--- src/hw/rtl/sfd_pkg.sv ---
// Shared types and constants for the sample frame deframer.
// No dependencies; sample_frame_deframer and sfd_out import this package, sfd_ring does not.
package sfd_pkg;

	localparam logic [7:0] HEADER_FIRST_RST = 8'h5A;
	localparam logic [7:0] HEADER_SECOND_RST = 8'h5A;
	localparam logic [7:0] TAIL_FIRST_RST = 8'hA5;
	localparam logic [7:0] TAIL_SECOND_RST = 8'hA5;

	// Configuration register indexes.
	localparam logic [7:0] REG_HEADER_FIRST = 8'd0;
	localparam logic [7:0] REG_HEADER_SECOND = 8'd1;
	localparam logic [7:0] REG_TAIL_FIRST = 8'd2;
	localparam logic [7:0] REG_TAIL_SECOND = 8'd3;

	// Frame type codes and the largest legal type or width code.
	localparam logic [1:0] FT_ADC = 2'd1;
	localparam logic [1:0] FT_EVENT = 2'd3;
	localparam logic [7:0] CODE_MAX = 8'd3;

	// Byte offset of the first sample byte inside a frame.
	localparam int unsigned DATA_OFFSET = 6;
	// Header, counter, type, width, count and two tail bytes.
	localparam int unsigned FRAME_OVERHEAD = 8;
	// Results beyond this count for one received word are dropped.
	localparam logic [6:0] RESULT_CAP = 7'd64;

	typedef enum logic [1:0] {
		KIND_ADC = 2'd0,
		KIND_EVENT = 2'd1,
		KIND_EMPTY = 2'd2,
		KIND_TAIL_ERR = 2'd3
	} kind_t;

	typedef enum logic [2:0] {
		PH_HUNT,
		PH_HDR2,
		PH_COUNTER,
		PH_TYPE,
		PH_WIDTH,
		PH_CHANS,
		PH_DATA
	} phase_t;

	typedef enum logic [2:0] {
		ST_IDLE,
		ST_READ,
		ST_FEED,
		ST_SREAD,
		ST_SACC,
		ST_FLUSH
	} state_t;

	typedef struct packed {
		kind_t kind;
		logic [2:0] chan_index;
		logic [23:0] sample_value;
		logic [7:0] event_code;
		logic seq_gap;
	} result_t;

	typedef struct packed {
		logic room;
		logic hold_v;
		logic out_free;
	} out_stat_t;

endpackage

--- src/hw/rtl/sample_frame_deframer.sv ---
// Sample frame deframer: takes one received byte per input word and finds
// frames of header, sequence counter, type, sample width, channel count,
// big-endian samples and two tail bytes. Every byte is stored in a ring and
// parsed by one byte-wide compare and accumulate unit under a small sequencer,
// so the input is not ready while a byte is worked on. A byte that causes no
// result goes through accept, ring read, parse, a second ring check that
// finds nothing left to parse, and the end of the step. A byte that ends
// an ADC frame adds a ring read and an accumulate step per sample byte,
// since every sample byte is read back through the single ring read port.
// A rejected field or a tail mismatch restarts the header search at the byte
// after the header start and replays it, reading and parsing each byte again.
// Results leave through a hold stage and an output register; the last word of
// a step carries last, and a stalled output holds the sequencer only when a
// new result is due or when the final word of a step must move into the
// output register. No clearing pass follows reset.
module sample_frame_deframer
	import sfd_pkg::*;
#(
	parameter int unsigned MAX_CHANNELS = 8,
	parameter int unsigned FRAME_BYTES = 32
) (
	input logic clk,
	input logic arst_n,
	input logic in_valid,
	output logic in_ready,
	input logic [7:0] rx_byte,
	output logic out_valid,
	input logic out_ready,
	output logic [1:0] kind,
	output logic [2:0] chan_index,
	output logic [23:0] sample_value,
	output logic [7:0] event_code,
	output logic seq_gap,
	output logic last,
	input logic cfg_valid,
	output logic cfg_ready,
	input logic [7:0] cfg_index,
	input logic [7:0] cfg_data
);

	// Ring pointers span twice the frame size, enough for one frame plus replay.
	localparam int unsigned PW = $clog2(FRAME_BYTES) + 1;
	localparam int unsigned FW = $clog2(FRAME_BYTES + 1);
	localparam int unsigned CW = $clog2(MAX_CHANNELS + 1);

	// Configuration registers.
	logic [7:0] hdr_first_q, hdr_second_q, tail_first_q, tail_second_q;

	state_t state_q, state_d;
	phase_t phase_q, phase_d;
	logic [PW-1:0] head_q, head_d, rd_q, rd_d, wr_q, sp_q, sp_d;
	logic [FW-1:0] fill_q, fill_d, total_q, total_d;
	logic [7:0] prev_cnt_q, prev_cnt_d, held_q, held_d;
	logic [7:0] prev_b_q, prev_b_d, first_q, first_d;
	logic [1:0] type_q, type_d, width_q, width_d, k_q, k_d;
	logic [CW-1:0] chans_q, chans_d, c_q, c_d;
	logic gap_q, gap_d;
	logic [23:0] v_q, v_d;
	logic [6:0] cnt_q, cnt_d;

	logic in_acc;
	logic ring_rd_en;
	logic [PW-1:0] ring_rd_addr;
	logic [7:0] b;
	logic push, flush, push_room;
	result_t push_res, out_res;
	out_stat_t ostat;

	logic [FW-1:0] fill_inc;
	logic [10:0] len;
	logic at_end, tail_ok, adc_samples, need_emit;
	logic [23:0] v_n;

	assign cfg_ready = 1'b1;

	always_ff @(posedge clk or negedge arst_n) begin
		if (!arst_n) begin
			hdr_first_q <= HEADER_FIRST_RST;
			hdr_second_q <= HEADER_SECOND_RST;
			tail_first_q <= TAIL_FIRST_RST;
			tail_second_q <= TAIL_SECOND_RST;
		end else if (cfg_valid) begin
			unique case (cfg_index)
				REG_HEADER_FIRST: hdr_first_q <= cfg_data;
				REG_HEADER_SECOND: hdr_second_q <= cfg_data;
				REG_TAIL_FIRST: tail_first_q <= cfg_data;
				REG_TAIL_SECOND: tail_second_q <= cfg_data;
				default: ;
			endcase
		end
	end

	assign in_ready = (state_q == ST_IDLE);
	assign in_acc = in_valid && in_ready;

	sfd_ring #(.AW(PW)) u_ring (
		.clk(clk),
		.wr_en(in_acc),
		.wr_addr(wr_q),
		.wr_data(rx_byte),
		.rd_en(ring_rd_en),
		.rd_addr(ring_rd_addr),
		.rd_data(b)
	);

	// A dropped result above the cap still counts as delivered.
	assign push_room = ostat.room || (cnt_q >= RESULT_CAP);

	// Byte checks of the parse step, shared by every phase.
	assign fill_inc = fill_q + FW'(1);
	assign len = 11'(FRAME_OVERHEAD) + ({9'd0, width_q} * {3'd0, b});
	assign at_end = (phase_q == PH_DATA) && (fill_inc >= total_q);
	assign tail_ok = (prev_b_q == tail_first_q) && (b == tail_second_q);
	assign adc_samples = (type_q == FT_ADC) && (chans_q != '0);
	assign need_emit = at_end && !(tail_ok && adc_samples);
	assign v_n = (k_q == 2'd0) ? {16'd0, b} : {v_q[15:0], b};

	always_comb begin
		state_d = state_q;
		phase_d = phase_q;
		head_d = head_q;
		rd_d = rd_q;
		sp_d = sp_q;
		fill_d = fill_q;
		total_d = total_q;
		prev_cnt_d = prev_cnt_q;
		held_d = held_q;
		prev_b_d = prev_b_q;
		first_d = first_q;
		type_d = type_q;
		width_d = width_q;
		chans_d = chans_q;
		c_d = c_q;
		k_d = k_q;
		gap_d = gap_q;
		v_d = v_q;
		cnt_d = cnt_q;
		ring_rd_en = 1'b0;
		ring_rd_addr = rd_q;
		push = 1'b0;
		flush = 1'b0;
		push_res = '{kind: KIND_EMPTY, chan_index: 3'd0, sample_value: 24'd0,
			event_code: held_q, seq_gap: gap_q};

		unique case (state_q)
			ST_IDLE: begin
				if (in_acc) begin
					cnt_d = '0;
					state_d = ST_READ;
				end
			end
			ST_READ: begin
				if (rd_q == wr_q) begin
					state_d = ST_FLUSH;
				end else begin
					ring_rd_en = 1'b1;
					state_d = ST_FEED;
				end
			end
			ST_FEED: begin
				if (!(need_emit && !push_room)) begin
					rd_d = rd_q + PW'(1);
					prev_b_d = b;
					state_d = ST_READ;
					if (phase_q == PH_HUNT) begin
						if (b == hdr_first_q) begin
							head_d = rd_q;
							fill_d = FW'(1);
							phase_d = PH_HDR2;
						end
					end else begin
						fill_d = fill_inc;
						unique case (phase_q)
							PH_HDR2: begin
								if (b == hdr_second_q) begin
									phase_d = PH_COUNTER;
								end else begin
									phase_d = PH_HUNT;
								end
							end
							PH_COUNTER: begin
								gap_d = (b != prev_cnt_q + 8'd1);
								prev_cnt_d = b;
								phase_d = PH_TYPE;
							end
							PH_TYPE: begin
								if (b != 8'd0 && b <= CODE_MAX) begin
									type_d = b[1:0];
									phase_d = PH_WIDTH;
								end else begin
									type_d = 2'd0;
									phase_d = PH_HUNT;
								end
							end
							PH_WIDTH: begin
								if (b != 8'd0 && b <= CODE_MAX) begin
									width_d = b[1:0];
									phase_d = PH_CHANS;
								end else begin
									width_d = 2'd0;
									phase_d = PH_HUNT;
								end
							end
							PH_CHANS: begin
								if (b <= 8'(MAX_CHANNELS) && len <= 11'(FRAME_BYTES)) begin
									chans_d = CW'(b);
									total_d = FW'(len);
									phase_d = PH_DATA;
								end else begin
									chans_d = '0;
									phase_d = PH_HUNT;
								end
							end
							default: begin
								if (fill_q == FW'(DATA_OFFSET)) begin
									first_d = b;
								end
								if (at_end) begin
									phase_d = PH_HUNT;
									if (!tail_ok) begin
										push_res.kind = KIND_TAIL_ERR;
									end else if (adc_samples) begin
										sp_d = head_q + PW'(DATA_OFFSET);
										c_d = '0;
										k_d = 2'd0;
										state_d = ST_SREAD;
									end else if (type_q == FT_EVENT && chans_q != '0) begin
										held_d = (fill_q == FW'(DATA_OFFSET)) ? b : first_q;
										push_res.kind = KIND_EVENT;
										push_res.event_code = held_d;
									end
									if (need_emit) begin
										push = (cnt_q < RESULT_CAP);
										cnt_d = cnt_q + 7'd1;
									end
								end
							end
						endcase
						if (phase_d == PH_HUNT) begin
							fill_d = '0;
							// Tail mismatch and rejected fields replay from the byte after the header start.
							if (!(at_end && tail_ok)) begin
								rd_d = head_q + PW'(1);
							end
						end
					end
				end
			end
			ST_SREAD: begin
				ring_rd_en = 1'b1;
				ring_rd_addr = sp_q;
				state_d = ST_SACC;
			end
			ST_SACC: begin
				if (k_q == width_q - 2'd1) begin
					if (push_room) begin
						push = (cnt_q < RESULT_CAP);
						cnt_d = cnt_q + 7'd1;
						push_res.kind = KIND_ADC;
						push_res.chan_index = 3'(c_q);
						push_res.sample_value = v_n;
						sp_d = sp_q + PW'(1);
						v_d = v_n;
						k_d = 2'd0;
						if (c_q + CW'(1) == chans_q) begin
							state_d = ST_READ;
						end else begin
							c_d = c_q + CW'(1);
							state_d = ST_SREAD;
						end
					end
				end else begin
					v_d = v_n;
					k_d = k_q + 2'd1;
					sp_d = sp_q + PW'(1);
					state_d = ST_SREAD;
				end
			end
			default: begin
				// End of step: the held result goes out marked last.
				if (!ostat.hold_v) begin
					state_d = ST_IDLE;
				end else if (ostat.out_free) begin
					flush = 1'b1;
					state_d = ST_IDLE;
				end
			end
		endcase
	end

	always_ff @(posedge clk or negedge arst_n) begin
		if (!arst_n) begin
			state_q <= ST_IDLE;
			phase_q <= PH_HUNT;
			head_q <= '0;
			rd_q <= '0;
			wr_q <= '0;
			sp_q <= '0;
			fill_q <= '0;
			total_q <= FW'(FRAME_OVERHEAD);
			prev_cnt_q <= '0;
			held_q <= '0;
			type_q <= '0;
			width_q <= '0;
			chans_q <= '0;
			c_q <= '0;
			k_q <= '0;
			gap_q <= 1'b0;
			cnt_q <= '0;
		end else begin
			state_q <= state_d;
			phase_q <= phase_d;
			head_q <= head_d;
			rd_q <= rd_d;
			if (in_acc) begin
				wr_q <= wr_q + PW'(1);
			end
			sp_q <= sp_d;
			fill_q <= fill_d;
			total_q <= total_d;
			prev_cnt_q <= prev_cnt_d;
			held_q <= held_d;
			type_q <= type_d;
			width_q <= width_d;
			chans_q <= chans_d;
			c_q <= c_d;
			k_q <= k_d;
			gap_q <= gap_d;
			cnt_q <= cnt_d;
		end
	end

	always_ff @(posedge clk) begin
		prev_b_q <= prev_b_d;
		first_q <= first_d;
		v_q <= v_d;
	end

	sfd_out u_out (
		.clk(clk),
		.arst_n(arst_n),
		.push(push),
		.push_res(push_res),
		.flush(flush),
		.stat(ostat),
		.out_valid(out_valid),
		.out_ready(out_ready),
		.out_res(out_res),
		.out_last(last)
	);

	assign kind = out_res.kind;
	assign chan_index = out_res.chan_index;
	assign sample_value = out_res.sample_value;
	assign event_code = out_res.event_code;
	assign seq_gap = out_res.seq_gap;

	// Between words every result of the step has left the hold stage.
	a_idle_hold_empty: assert property (@(posedge clk) disable iff (!arst_n)
		state_q == ST_IDLE |-> !ostat.hold_v)
		else $error("result still held while idle");

	// Between words the replay queue is empty.
	a_idle_queue_empty: assert property (@(posedge clk) disable iff (!arst_n)
		state_q == ST_IDLE |-> rd_q == wr_q)
		else $error("unparsed bytes left while idle");

	// The frame never grows past its limit.
	a_fill_bound: assert property (@(posedge clk) disable iff (!arst_n)
		fill_q <= FW'(FRAME_BYTES))
		else $error("frame fill beyond frame size");

	// A push never meets a full hold stage and output register.
	a_push_room: assert property (@(posedge clk) disable iff (!arst_n)
		push |-> ostat.room)
		else $error("result pushed without room");

endmodule

--- src/hw/rtl/sfd_ring.sv ---
// Byte ring that holds the received stream from the current frame start on.
// Depends on nothing; one write port, one read port with registered data.
module sfd_ring #(
	parameter int unsigned AW = 6
) (
	input logic clk,
	input logic wr_en,
	input logic [AW-1:0] wr_addr,
	input logic [7:0] wr_data,
	input logic rd_en,
	input logic [AW-1:0] rd_addr,
	output logic [7:0] rd_data
);

	logic [7:0] mem_q [2**AW];
	logic [7:0] rd_data_q;

	always_ff @(posedge clk) begin
		if (wr_en) begin
			mem_q[wr_addr] <= wr_data;
		end
		if (rd_en) begin
			rd_data_q <= mem_q[rd_addr];
		end
	end

	assign rd_data = rd_data_q;

endmodule

--- src/hw/rtl/sfd_out.sv ---
// Result hold stage and output register of the deframer.
// Depends on sfd_pkg; the hold stage lets the final word of a step carry last.
module sfd_out
	import sfd_pkg::*;
(
	input logic clk,
	input logic arst_n,
	input logic push,
	input result_t push_res,
	input logic flush,
	output out_stat_t stat,
	output logic out_valid,
	input logic out_ready,
	output result_t out_res,
	output logic out_last
);

	logic hold_v_q;
	result_t hold_q;
	logic out_v_q;
	result_t out_q;
	logic last_q;
	logic out_free;

	assign out_free = !out_v_q || out_ready;
	assign stat = '{room: !hold_v_q || out_free, hold_v: hold_v_q, out_free: out_free};

	always_ff @(posedge clk or negedge arst_n) begin
		if (!arst_n) begin
			hold_v_q <= 1'b0;
			out_v_q <= 1'b0;
		end else begin
			if (push) begin
				hold_v_q <= 1'b1;
				if (hold_v_q) begin
					out_v_q <= 1'b1;
				end else if (out_ready) begin
					out_v_q <= 1'b0;
				end
			end else if (flush && hold_v_q && out_free) begin
				hold_v_q <= 1'b0;
				out_v_q <= 1'b1;
			end else if (out_ready) begin
				out_v_q <= 1'b0;
			end
		end
	end

	always_ff @(posedge clk) begin
		if (push) begin
			hold_q <= push_res;
			if (hold_v_q) begin
				out_q <= hold_q;
				last_q <= 1'b0;
			end
		end else if (flush && hold_v_q && out_free) begin
			out_q <= hold_q;
			last_q <= 1'b1;
		end
	end

	assign out_valid = out_v_q;
	assign out_res = out_q;
	assign out_last = last_q;

endmodule
--- config.mk ---
export PLATFORM = sky130hd
export DESIGN_NAME = sample_frame_deframer
export DESIGN_NICKNAME = d
export VERILOG_FILES = /design/src/hw/rtl/sfd_pkg.sv /design/src/hw/rtl/sample_frame_deframer.sv /design/src/hw/rtl/sfd_ring.sv /design/src/hw/rtl/sfd_out.sv
export SDC_FILE = /design/constraint.sdc
export NUM_CORES = 1
export LEC_CHECK = 0
export BUFFER_PORTS_ARGS = -buffer_cell sky130_fd_sc_hd__buf_2
export CAP_MARGIN = 20
export CORE_AREA = 2 2 232 234
export CTS_CLUSTER_SIZE = 10
export DETAILED_ROUTE_END_ITERATION = 16
export DIE_AREA = 0 0 234 236
export PLACE_DENSITY = 0.83
export SYNTH_ARGS = -nofsm -noshare
export SYNTH_HDL_FRONTEND = slang
export SYNTH_SLANG_ARGS = --single-unit
--- constraint.sdc ---
create_clock -name clk -period 8.9 [get_ports clk]
set_input_delay 1.78 -clock clk [delete_from_list [all_inputs] [get_ports clk]]
set_output_delay 1.78 -clock clk [all_outputs]
set_load 0.005 [all_outputs]
==> flow_metrics.py <==
metrics = {
    "sta": {
        "min_period_over_period_pct": 52.3,
        "fmax_ghz": 0.215,
        "finalHoldWorstSlack_ps": 413,
        "tightest_slew_ps": 1080,
        "finalSetupViolCount": 0,
        "setup_ws_ps": 4240,
        "fin_crit_ps": 4660,
        "rsz0062_at_grt": "false",
        "final_max_slew_viol_count": 0,
        "fin_tns_setup_ps": 0,
        "finalHoldViolCount": 0,
        "finClkSkew_ps": 28.7,
        "slew_headroom_pct": 26.9,
    },
    "setup_path": {
        "max_stage_delay_ps": 1010,
        "crit_path_end_kind": "register",
        "crit_chain": "nand3b_1 -> mux2_8 -> buf_4 -> nand2_1 -> and3_1 -> nor4_1 -> a211oi_1 -> a31o_2",
        "worst-setup-path-type": "register to register",
        "critPathArrivalTime_ps": 5030,
        "cp-start-kind": "register",
        "slowest_stage": "mux2_8",
        "cp_max_fo": 98,
        "cp_top_family": "simple AND/OR/NAND/NOR gates",
        "critPathBufInv": 1,
        "crit_required_ps": 9280,
    },
    "floorplanning": {
        "die_h_um": 236,
        "rows": 85,
        "dieWidth_um": 234,
        "die_area_um2": 55200,
        "start_util_pct": 58.9,
        "core_um2": 53100,
        "boundaryPins": 71,
    },
    "global_route": {
        "antenna_found_initial": 1,
        "grt_max_degree": 169,
        "grt_pass1_wl_mm": 108,
        "globalRouteOverflowTotal": 0,
        "use_met2_pct": 41.5,
        "track_usage_pct": 25.7,
        "grt_util_met1_pct": 33.6,
        "grt_pass1_vias": 19100,
        "use_met3_pct": 5.31,
        "top_usage_layer": "met2",
    },
    "clock_network": {
        "cts_setup_buffers": 0,
        "clock_path_buffers": 3,
        "clk_pin_slew_ps": 60,
        "clk_latency_ps": 630,
        "post_cts_resized": 0,
        "cts_root_buf": "clkbuf_16",
        "htree_levels": 3,
        "cts_tree": "built",
        "cts_hold_buf": 0,
        "numCtsBuffers": 84,
        "cts_sinks": 743,
    },
    "synth": {
        "yosysSeqAreaShare_pct": 69.6,
        "async_reset_ff_share_pct": 15.3,
        "netlist-cell-type-count": 80,
        "synth_area_per_cell_um2": 14.2,
        "synth-warning-count": 0,
        "synth_nets": 2261,
        "netlist_area_um2": 31300,
        "netlist_instances": 2198,
        "ys.flop_type": "edfxtp_1",
        "ys_ff_latch": 743,
        "synth_edf_count": 629,
    },
    "outcome": {
        "status": "finished, final reports clean",
    },
    "finish": {
        "area_delta_synth_final_pct": 10.8,
        "nets": 2324,
        "regArea_um2": 21800,
        "final_core_util_pct": 65.3,
        "multiInputGateArea_um2": 8940,
        "fillers": 3545,
        "fin_area_um2": 34700,
        "drive_gt1_share_pct": 13.2,
        "mostFrequentLayoutCell": "edfxtp_1",
        "layout_common_cells": "edfxtp_1, nand2_1, mux2i_1, nor2_1, a21oi_1",
    },
    "detailed_routing": {
        "vias": 19000,
        "wl_per_cell_um": 23.4,
        "drt_first_iter_violations": 2156,
        "drc_errors": 0,
        "drt_wl_total_mm": 70.0,
        "dr.pass1.iters": 8,
        "avgViaCountPerCell": 6.33,
        "ant_nets": 0,
    },
    "flow_run": {
        "maxCapViolations": 0,
    },
    "placed_design": {
        "place_congestion": 0.922,
        "numPortBuffers": 69,
        "dpl_cell_area_um2": 32300,
        "dpl_worst_slack_ps": 4290,
        "dp_hpwl_mm": 42.2,
    },
    "power": {
        "ir_drop_v": 0.000300,
        "leakage_uw": 0.0125,
        "pwr_density_cell_nw_per_um2": 299,
    },
    "hold_path": {
        "hp-class": "register to register",
    },
}
## path summary, 6_finish.rpt
check,start,endpoint,slack (ps),depth (start not counted)
worst min-delay path,u_out.hold_q[20],u_out.out_res[20],410,0
worst min register to register,u_out.hold_q[20],u_out.out_res[20],410,0
worst max register to register,state_q[2],u_ring.rd_data[3],4240,8
max in group asynchronous,arst_n,tail_second_q[7],6740,3
worst max-delay path,state_q[2],u_ring.rd_data[3],4240,8
min in group asynchronous,arst_n,cnt_q[1],1130,1
## sequential cells by signal (all words and copies together) (netlist names), 16 cells and up
signal and flops:
v_q 16, u_ring.mem_q 512, u_out.hold_q 38, u_out.out_res 38
## kinds of logic after synthesis
family | after synthesis | synth area share (%)
xor+xnor | 72 | 2.04
buf+inv | 154 | 2.10
flops | 743 | 69.6
other cells | 1 | 0.0120
compound gates | 339 | 7.26
mux | 246 | 8.23
fa+ha+maj | 35 | 1.42
simple gates | 608 | 9.37
## cell usage after synthesis (all sizes together), types with 37 or more instances
master    n  area, um^2
a211oi   52         390
a21oi   100         500
and2     37         231
buf      51         269
clkbuf   71         268
dfrtp    97        2430
edfxtp  629       18900
mux2     65         762
mux2i   181        1810
nand2   251         945
nor2    106         398
nor2b    50         313
o21ai    45         225
xnor2    49         437
## area by class of cell
| type | count | area share, % |
|---|---|---|
| flip-flops and latches | 743 | 62.8 |
| multi-input cells | 1301 | 25.8 |
| clock buffers | 114 | 6.48 |
| well taps | 696 | 2.51 |
| repair buffers | 99 | 1.86 |
| inverters | 32 | 0.347 |
| clock inverters | 6 | 0.199 |
| diodes | 1 | 0.00722 |
## metrics by stage
step	power, uW	cells
after global routing	10700	2992
final	10300	2992
after global placement	7210	2867
after CTS	10300	2988
after detailed placement	7310	2868
after floorplan	6390	2198
## routing by layer
| metal | wire length [um] | vias up | part of all wire, % |
|---|---|---|---|
| met3 | 6840 | 225 | 9.8 |
| met2 | 34100 | 1075 | 49 |
| met4 | 3170 | 0 | 4.5 |
| met1 | 25900 | 9287 | 37 |
| met5 | 0 | - | 0 |
| li1 | - | 8365 | - |
## report_power, final
| group | internal [uW] | switching, uW |
|---|---|---|
| clock | 1740 | 1260 |
| combinational | 1110 | 2020 |
| sequential | 4010 | 193 |
| total | 6860 | 3480 |
(Power assumes the default switching activity.)
